==> config.mk <==
export PLATFORM = sky130hd
export DESIGN_NAME = pesp_ctrl
export DESIGN_NICKNAME = d
export VERILOG_FILES = /design/src/rtl/pesp_pkg.sv /design/src/rtl/pesp_ctrl.sv
export SDC_FILE = /design/constraint.sdc
export NUM_CORES = 1
export LEC_CHECK = 0
export BUFFER_PORTS_ARGS = -buffer_cell sky130_fd_sc_hd__buf_2
export CELL_PAD_IN_SITES_DETAIL_PLACEMENT = 1
export CELL_PAD_IN_SITES_GLOBAL_PLACEMENT = 2
export CORE_AREA = 2 2 39 41
export DETAILED_ROUTE_END_ITERATION = 8
export DIE_AREA = 0 0 41 43
export PLACE_DENSITY_LB_ADDON = 0.1
export SYNTH_ARGS = -nofsm -noshare
export SYNTH_HDL_FRONTEND = slang
export SYNTH_SLANG_ARGS = --single-unit
==> constraint.sdc <==
create_clock -name clk -period 2.95 [get_ports clk]
set_input_delay 0.885 -clock clk [delete_from_list [all_inputs] [get_ports clk]]
set_output_delay 0.885 -clock clk [all_outputs]
set_load 0.02 [all_outputs]
==> src/rtl/pesp_pkg.sv <==
package pesp_pkg;

    localparam int SLOTS_DEF = 64;
    localparam logic [17:0] AGE_MAX = 18'h3FFFF;
    localparam logic [2:0] PRIO_MAX = 3'd4;

    typedef enum logic [2:0] {
        CMD_TICK   = 3'd0,
        CMD_SPAWN  = 3'd1,
        CMD_REM_ID = 3'd2,
        CMD_REM_AGE = 3'd3,
        CMD_REM_ALL = 3'd4
    } cmd_t;

    typedef struct packed {
        logic [2:0]  cmd;
        logic [9:0]  delta;
        logic [2:0]  priority_req;
        logic [15:0] lifetime;
        logic [15:0] fade_out;
        logic [31:0] target_id;
        logic [17:0] age_limit;
    } in_item_t;

    typedef struct packed {
        logic [31:0] new_id;
        logic [6:0]  removed_count;
        logic [6:0]  active_count;
    } out_item_t;

    typedef enum logic [2:0] {
        ST_IDLE,
        ST_SCAN,
        ST_WAIT,
        ST_WRITE,
        ST_DONE
    } state_t;

    typedef struct packed {
        logic start;
        logic scan_step;
        logic commit;
        logic finish;
    } ctl_cmd_t;

    typedef struct packed {
        logic scan_last;
    } ctl_stat_t;

endpackage

==> src/rtl/pesp_ctrl.sv <==
module pesp_ctrl
    import pesp_pkg::*;
(
    input  logic      clk,
    input  logic      rst_n,
    input  logic      in_fire,
    input  logic      out_free,
    input  ctl_stat_t stat,
    output ctl_cmd_t  ctl,
    output logic      busy
);

    state_t state_reg, state_next;

    always_ff @(posedge clk or negedge rst_n)
    begin
        if (!rst_n)
        begin
            state_reg <= ST_IDLE;
        end
        else
        begin
            state_reg <= state_next;
        end
    end

    always_comb
    begin
        state_next = state_reg;
        case (state_reg)
            ST_IDLE:  if (in_fire) state_next = ST_SCAN;
            ST_SCAN:  if (stat.scan_last) state_next = ST_WAIT;
            ST_WAIT:  state_next = ST_WRITE;
            ST_WRITE: state_next = ST_DONE;
            ST_DONE:  if (out_free) state_next = ST_IDLE;
            default:  state_next = ST_IDLE;
        endcase
    end

    always_comb
    begin
        ctl = '0;
        ctl.start = in_fire;
        busy = (state_reg != ST_IDLE);
        case (state_reg)
            ST_SCAN:  ctl.scan_step = 1'b1;
            ST_WRITE: ctl.commit = 1'b1;
            ST_DONE:  ctl.finish = out_free;
            default:  ;
        endcase
    end

endmodule

# Word-level counts from Yosys, hierarchy flattened
# Index checks and enable logic that the tools add are counted.
totals:
  regBits: 3
  latchBits: 0
  mem_bits_rw: 0
  rom_bits: 0
  input_bits: 5
  out_inout_bits: 5
  memories: 0
classes:
  add_sub_neg: 0
  mul: 0
  div: 0
  n_lt_le_gt_ge: 0
  eq_ne: 7
  n_shift: 0
  mux: 7
  n_bitwise: 0
  reduce_logical: 3
op_table:
  columns: ["operator", "count"]
  rows:
  - ["$pmux W3 S5", 1]
  - ["$mux W3", 3]
  - ["$eq A3 B2 Y1 const B", 2]
  - ["$ne A2 B2 Y1 const B", 3]
  - ["$eq A3 B1 Y1 const B", 1]
  - ["$eq A3 B3 Y1 const B", 1]
  - ["$logic_not A3 Y1", 1]
  - ["$mux W1", 3]
  - ["$reduce_and A3 Y1", 1]
  - ["$reduce_bool A3 Y1", 1]

# Depth between registers and ports, before layout
# Gate-level depths: netlist (run 1).
depth:
  depth_word: 3
  ltp_mapped: 2
  ltp_nobuf: 2

# Worst setup path before layout (run 1)
# No wires, ideal clock.
synth_path:
  path_kind: "input-to-output"
  startpoint: "in out_free"
  endpoint: "out ctl[0] (netlist bit)"
  arrival_time_ns: 1.384
  setup_slack_ns: 0.681
  path_stages: 2
  n_path_buf: 0
  cell_sequence: "nand2_1 nor3_1"
synth_rtl:
  columns: ["item", "line_no", "rtl"]
  rows:
  - ["start: declaration", "pesp_ctrl.sv:7", "input logic out_free,"]
  - ["end: declaration", "pesp_ctrl.sv:9", "output ctl_cmd_t ctl,"]

# Worst setup path in the final report (run 1)
layout_path:
  startpoint: "reg state_reg[0]"
  endpoint: "out busy"
layout_between:
  elab_chain_len: 1
layout_rtl:
  columns: ["item", "line_no", "rtl"]
  rows:
  - ["start: declaration", "pesp_ctrl.sv:13", "state_t state_reg, state_next;"]
  - ["start signal: assignment", "pesp_ctrl.sv:23", "state_reg <= state_next;"]
  - ["$reduce_bool A3 Y1", "pesp_ctrl.sv:44", "busy = (state_reg != ST_IDLE);"]
  - ["end: declaration", "pesp_ctrl.sv:10", "output logic busy"]
# Every way passes these cells.

==> impl_metrics.ini, run 1 <==
[drt]
viasPerCell = 3.69
wl_per_cell_microns = 9.80
drc = 0
wirelength_microns = 441
drtPass1Iterations = 1
drt_iter0_markers = 0
ant_nets = 0
vias = 166

[finish]
area_growth_pct = 48.9
fill_cells = 180
final_cell_mix = buf_2 (9), clkbuf_4 (3), dfrtp_1 (3)
n_antenna_cell = 0
largest_reg_flops = 3
nets = 35
final_common_cell = buf_2
drive_above_1_share = 0.483

[placed_design]
place_congestion = 0.539
io_buffer_count = 9

[global_routing]
grt_max_degree = 10
grt.total_usage = 0.0804
grt_pass1_vias = 203
antenna_found_initial = 0
grt_pass1_wl_microns = 807
grt-ovfl-total = 0

[logic_synthesis]
synth_warnings = 0
synth_seq_area_share = 0.438
ys_ff_latch = 3
syn-cell-area_sq_um = 171
synth_cell_type_count = 14
synth_fp_nets = 22
synthCells = 17
avgSynthCellArea_sq_um = 10.1

[sta]
worst_pin_slew_ns = 0.247
rsz0062_at_grt = false
timing.final.max_slew_violations = 0
skew_ns = 0.000358
min_period_ns = 2.22
fmax_mhz = 451
relSlewSlack = 0.835
min_period_over_period = 0.751
final_hold_viol_count = 0
finalSetupTns_ns = 0
finalSetupViolations = 0

[floorplan]
fp.dieH_microns = 43
die_width_microns = 41
dieArea_sq_um = 1760
io_pins = 10
start_util = 0.124
std_cell_rows = 14
core_sq_um = 1380

[pwr]
ir_drop_mv = 0.193
power_density_nw_per_um2 = 1090
p_leak_nw = 0.123
power_mw = 0.277

[flow_run]
drv_cap = 0

[clock_tree]
clkLatencyLatePin_ns = 0.23
clockRootBuffer = clkbuf_4
cts_max_level = 1
cts_sinks = 3
path_clk_slew_ns = 0.04
cts_max_path_buffers = 2
post-cts-setup-buffer-count = 0
cts_buffers = 3
hold_buffers = 0
cts_tree = yes
ctsResizeCount = 0

[worst_setup_path]
arrival_ns = 1.33
cp_data_required_time_ns = 2.07
end_kind = primary output
rr_worst_depth = 2
crit_fanout = 9
worstReg2RegEnd = state_reg[0]
r2r_start = state_reg[1]
critPathKind = reg2out
worst_setup_path_start_kind = flip-flop
reg2reg_slack_ns = 1.90

[worst_hold_path]
hp-class = in2async

[outcome]
status = finished clean
==> critical path: stages (launching register included) <==
cell and delay (ns):
dfrtp_1 0.44, or3_2 0.49, buf_2 0.17
==> power by group <==
| part | internal, mW | switching [mW] |
|---|---|---|
| clock | 0.0506 | 0.0203 |
| combinational | 0.0554 | 0.0581 |
| sequential | 0.0594 | 0.0335 |
==> how the worst max path moves through the flow <==
stage                 start  endpoint  slack [ns]  cells past startpoint
6_report       state_reg[0]      busy        0.73                      2
5_1_grt        state_reg[0]      busy        0.67                      2
4_1_cts        state_reg[0]      busy        0.72                      2
3_5_place_dp       out_free    ctl[0]        0.74                      4
3_3_place_gp       out_free    ctl[0]        0.75                      4
2_1_floorplan      out_free    ctl[0]        0.68                      2
==> cell families (layout without fill, tap and decap cells) <==
group / Yosys count / in the layout / share of synthesized area
flops: 3 / 3 / 0.438
buf+inv: 1 / 13 / 0.0438
simple gates: 10 / 10 / 0.416
compound gates: 3 / 3 / 0.102
==> synthesized netlist by cell type <==
library cell	n	area share
a21oi_1	2	0.058
and3b_2	1	0.058
buf_4	1	0.044
dfrtp_1	3	0.44
nand2_1	1	0.022
nand2b_1	1	0.037
nand3b_1	1	0.044
nor3_1	1	0.029
nor3b_1	1	0.044
nor4b_1	1	0.051
o21bai_1	1	0.044
or2_1	1	0.037
or3_2	1	0.044
or3b_1	1	0.051
==> per-layer routing <==
metal  global-route usage  wire, microns  vias up
met3               0.0576             36        0
met1               0.0581            148       76
met2                0.103            257        6
met4                0.120              0        0
li1                     -              -       84
met5                    0              0        -
==> metrics by stage <==
stage	worst slack [ns]	cells	instance area [sq um]	hold slack, ns	utilization
floorplan	0.681	17	171	0.475	-
global placement	0.751	41	229	0.543	0.165
detailed placement	0.737	41	229	0.540	0.165
CTS	0.716	45	255	0.435	0.184
global route	0.667	45	255	0.426	0.184
finish	0.734	45	255	0.443	0.184
==> final cells by class <==
type                       count  area [sq um]  area share
sequential                     3          75.1       0.294
clock buffer                   4          26.3       0.103
tap                           16          20.0      0.0784
timing repair buffer           9          45.0       0.176
multi-input combinational     13          88.8       0.348
(Power assumes the default switching activity.)
==> run 2, diff against run 1 <==
==> constraint.sdc (replaced) <==
create_clock -name clk -period 1.8 [get_ports clk]
set_input_delay 0.54 -clock clk [delete_from_list [all_inputs] [get_ports clk]]
set_output_delay 0.54 -clock clk [all_outputs]
set_load 0.02 [all_outputs]
==> run 2 against run 1 <==
  * Flip-flop and latch count did not move
  * Routed wire length rose by 14%
  * Global-route usage rose by 1.2 points
  * Cell area rose by 13%
  * Sequential power rose by 26%
  * Clock-buffer cell count did not move
  * Clock power rose by 73%
  * Worst hold slack got worse by 0.36 ns
==> impl_metrics.ini, run 2 (same netlist as run 1, synthesis figures left out) <==
[floorplan]
io_pins = 10
start_util = 0.124
dieArea_sq_um = 1760
die_width_microns = 41
core_sq_um = 1380
fp.dieH_microns = 43
std_cell_rows = 14

[pwr]
p_leak_nw = 0.140
p_sw_frac = 0.377
power_frac_comb = 0.557
p_clk_frac = 0.227
power_density_nw_per_um2 = 1880
intPower_mw = 0.338
ir_drop_mv = 0.534
switching_power_mw = 0.204
p_seq_frac = 0.216

[global_routing]
grt.total_usage = 0.0925
grt_pass1_vias = 190
grt_pass1_wl_microns = 897
grt-ovfl-total = 0
antenna_found_initial = 0
grt_max_degree = 9

[worst_setup_path]
cp_data_required_time_ns = 1.26
crit_fanout = 6
worst_setup_path_start_kind = flip-flop
worstReg2RegEnd = state_reg[0]
end_kind = primary output
arrival_ns = 1.17
critPathKind = reg2out
reg2reg_slack_ns = 0.70
rr_worst_depth = 3
r2r_start = state_reg[1]

[clock_tree]
cts_sinks = 3
clkLatencyLatePin_ns = 0.24
cts_buffers = 3
cts_max_level = 1
hold_buffers = 0
path_clk_slew_ns = 0.04
cts_max_path_buffers = 2
cts_tree = yes
clockRootBuffer = clkbuf_4

[finish]
n_antenna_cell = 0
largest_reg_flops = 3
postLayoutCellArea_sq_um = 289
layout.cells.non_filler = 48
final_cell_mix = buf_2 (8), clkbuf_4 (3), buf_4 (3)
drive_above_1_share = 0.563
area_growth_pct = 68.6
fill_cells = 177
nets = 38
final_common_cell = buf_2
post-route-util = 0.209

[placed_design]
dp_cells = 43
placed_cell_area_sq_um = 244
io_buffer_count = 9
place_congestion = 0.646

[drt]
vias = 185
ant_nets = 0
wl_per_cell_microns = 10.5
viasPerCell = 3.85
drtPass1Iterations = 1
drt_iter0_markers = 0
wirelength_microns = 503
drc = 0

[sta]
min_period_ns = 1.71
finalSetupViolations = 0
rsz0062_at_grt = false
fmax_mhz = 585
holdWs_ns = 0.0851
finalSetupTns_ns = 0
relSlewSlack = 0.842
worst_pin_slew_ns = 0.234
min_period_over_period = 0.949
timing.final.max_slew_violations = 0
skew_ns = 0.00302
final_hold_viol_count = 0

[flow_run]
drv_cap = 0

[worst_hold_path]
hp-class = in2async

[outcome]
status = finished clean
run 2: changes by cell type in the layout (fill, tap and decap cells not counted), sizes merged:
cell | previous run | this run
buf | 9 | 12
run 2: power by group through the flow:
stage	Sequential [mW]	Clock, mW	Combinational, mW
after floorplan	0.136	0	0.139
after global placement	0.125	0	0.258
after detailed placement	0.124	0	0.251
after CTS	0.116	0.126	0.310
after global routing	0.120	0.133	0.336
final	0.117	0.123	0.302
run 2: how the worst max path moves through the flow:
stage / start / to / slack [ns]
finish: state_reg[2] / ctl[1] / 0.09
global route: state_reg[1] / ctl[2] / 0.04
CTS: state_reg[2] / ctl[1] / 0.09
detailed placement: state_reg[2] / busy / 0.24
floorplan: out_free / ctl[0] / 0.22
global placement: state_reg[0] / busy / 0.26
run 2: repair_timing:
action                     4_1_cts  5_1_grt
setup endpoints to repair        1        0
resized for setup                4        0
setup buffers                    1        0
run 2: final cells by class:
class	instances	area, sq um	share of cell area
Clock buffer	4	26.3	0.0909
Multi-Input combinational cell	13	92.6	0.320
Sequential cell	3	76.3	0.264
Tap cell	16	20.0	0.0693
Timing Repair Buffer	12	73.8	0.255
run 2: per-layer routing:
layer | track usage | share of wire | wire length (microns) | up-vias
li1 | - | - | - | 90
met1 | 0.0903 | 0.37 | 185 | 84
met2 | 0.103 | 0.50 | 250 | 9
met3 | 0.0838 | 0.11 | 55 | 2
met4 | 0.100 | 0.022 | 11 | 0
met5 | 0 | 0 | 0 | -
run 2: critical path, stage by stage, from the launching register on:
cell	delay (ns)
dfrtp_2	0.39
buf_4	0.15
and3b_2	0.23
buf_2	0.16
run 2: per-stage QoR:
stage / setup slack (ns) / total power [mW]
after CTS: 0.0889 / 0.552
after detailed placement: 0.237 / 0.375
final: 0.0919 / 0.542
after global placement: 0.256 / 0.383
after floorplan: 0.221 / 0.275
after global routing: 0.0380 / 0.590
==> run 3, diff against run 2 <==
==> constraint.sdc (replaced) <==
create_clock -name clk -period 1.8 [get_ports clk]
set_input_delay 0.54 -clock clk [delete_from_list [all_inputs] [get_ports clk]]
set_output_delay 0.54 -clock clk [all_outputs]
set_load 0.01 [all_outputs]
==> run 3 against run 2 <==
  * Critical path depth decreased by 1
  * Clock power about the same
  * Combinational power decreased by 9.9%
  * Highest routed layer unchanged
  * Utilization unchanged
  * First-iteration DRC count increased by 2
  * Largest power group unchanged
  * Global-route usage decreased by 0.20 points
==> impl_metrics.ini, run 3 (same netlist as run 1, synthesis figures left out) <==
[clock_tree]
clockRootBuffer = clkbuf_4
cts_sinks = 3
path_clk_slew_ns = 0.04
clkLatencyLatePin_ns = 0.24
cts_tree = yes
cts_buffers = 3
cts_max_path_buffers = 2
cts_max_level = 1

[sta]
worst_pin_slew_ns = 0.234
rsz0062_at_grt = false
relSlewSlack = 0.842
finalSetupViolations = 0
min_period_over_period = 0.937
fmax_mhz = 593
timing.final.max_slew_violations = 0
min_period_ns = 1.69
final_hold_viol_count = 0
worst_slack_ns = 0.113
holdWs_ns = 0.0852
finalSetupTns_ns = 0
skew_ns = 0.00307

[floorplan]
die_width_microns = 41
std_cell_rows = 14
core_sq_um = 1380
dieArea_sq_um = 1760
io_pins = 10
fp.dieH_microns = 43
start_util = 0.124

[drt]
ant_nets = 0
viasPerCell = 3.85
drtPass1Iterations = 2
wl_per_cell_microns = 10.6
drt_iter0_markers = 2
wirelength_microns = 510
vias = 185
drc = 0

[worst_setup_path]
arrival_ns = 1.15
critPathKind = reg2out
reg2reg_slack_ns = 0.70
crit_slowest_cell = or3_4
rr_worst_depth = 3
worstReg2RegEnd = state_reg[0]
crit_buf_inv = 1
r2r_start = state_reg[1]
path_cells = or3_4 > buf_6
crit_family = simple AND/OR/NAND/NOR gates
crit_fanout = 2
critPathMaxStageDelay_ns = 0.39
cp_data_required_time_ns = 1.26
worst_setup_path_start_kind = flip-flop
end_kind = primary output

[placed_design]
placed_cell_area_sq_um = 244
place_congestion = 0.646
dp_cells = 43
io_buffer_count = 9
dp_slack_ns = 0.257

[global_routing]
antenna_found_initial = 0
grt_pass1_vias = 187
grt-ovfl-total = 0
grt.total_usage = 0.0905
grt_pass1_wl_microns = 876
grt_max_degree = 9

[finish]
drive_above_1_share = 0.563
final_common_cell = buf_2
fill_cells = 176
register_area_sq_um = 76.3
n_antenna_cell = 0
final_cell_mix = buf_2 (8), clkbuf_4 (3), buf_4 (3)
post-route-util = 0.209
postLayoutCellArea_sq_um = 289
largest_reg_flops = 3
area_growth_pct = 68.6
layout.cells.non_filler = 48
nets = 38
multi_input_area_sq_um = 92.6

[pwr]
ir_drop_mv = 0.537
power_density_nw_per_um2 = 1770
power_mw = 0.512
p_leak_nw = 0.140

[worst_hold_path]
hp-class = in2async

[flow_run]
drv_cap = 0

[outcome]
status = finished clean
[run 3: cell counts in the layout (fill, tap and decap cells not counted)]
No cell type changed its count.
[run 3: repair_timing]
| item | CTS | global route |
|---|---|---|
| setup buffers | 0 | 1 |
| resized for setup | 1 | 2 |
| pin swaps | 0 | 0 |
| endpoints found under the setup margin | 1 | 1 |
| hold buffers | 0 | 0 |
[run 3: how the worst max path moves through the flow]
stage | end | start | slack (ns) | cells after the start
after floorplan | busy | state_reg[0] | 0.34 | 1
after global placement | busy | state_reg[0] | 0.28 | 2
after detailed placement | busy | state_reg[2] | 0.26 | 2
after CTS | busy | state_reg[2] | 0.004 | 2
after global routing | ctl[2] | state_reg[1] | 0.07 | 3
final | busy | state_reg[0] | 0.11 | 2
[run 3: worst reg2reg max path: cells and delay by family, from the launching register on]
kind | cells | cell delay (ns)
DFF | 1 | 0.37
buffers and inverters | 1 | 0.16
and+or+nand+nor | 1 | 0.36
AOI/OAI and AO/OA | 1 | 0.13
[run 3: per-layer routing]
| metal | vias to the layer above | GRT usage | wire length (microns) |
|---|---|---|---|
| met1 | 84 | 0.0871 | 199 |
| met4 | 0 | 0.100 | 11 |
| met2 | 9 | 0.100 | 242 |
| met5 | - | 0 | 0 |
| li1 | 90 | - | - |
| met3 | 2 | 0.0838 | 57 |
[run 3: final cells by class]
class / instances / area share
repair buffers: 12 / 0.255
clock buffers: 4 / 0.0909
multi-input cells: 13 / 0.320
flip-flops and latches: 3 / 0.264
well taps: 16 / 0.0693
[run 3: report_power, final]
group	switching, mW	total [mW]	internal [mW]
clock	0.0398	0.123	0.0834
sequential	0.0178	0.117	0.0991
combinational	0.118	0.272	0.154
total	0.175	0.512	0.337
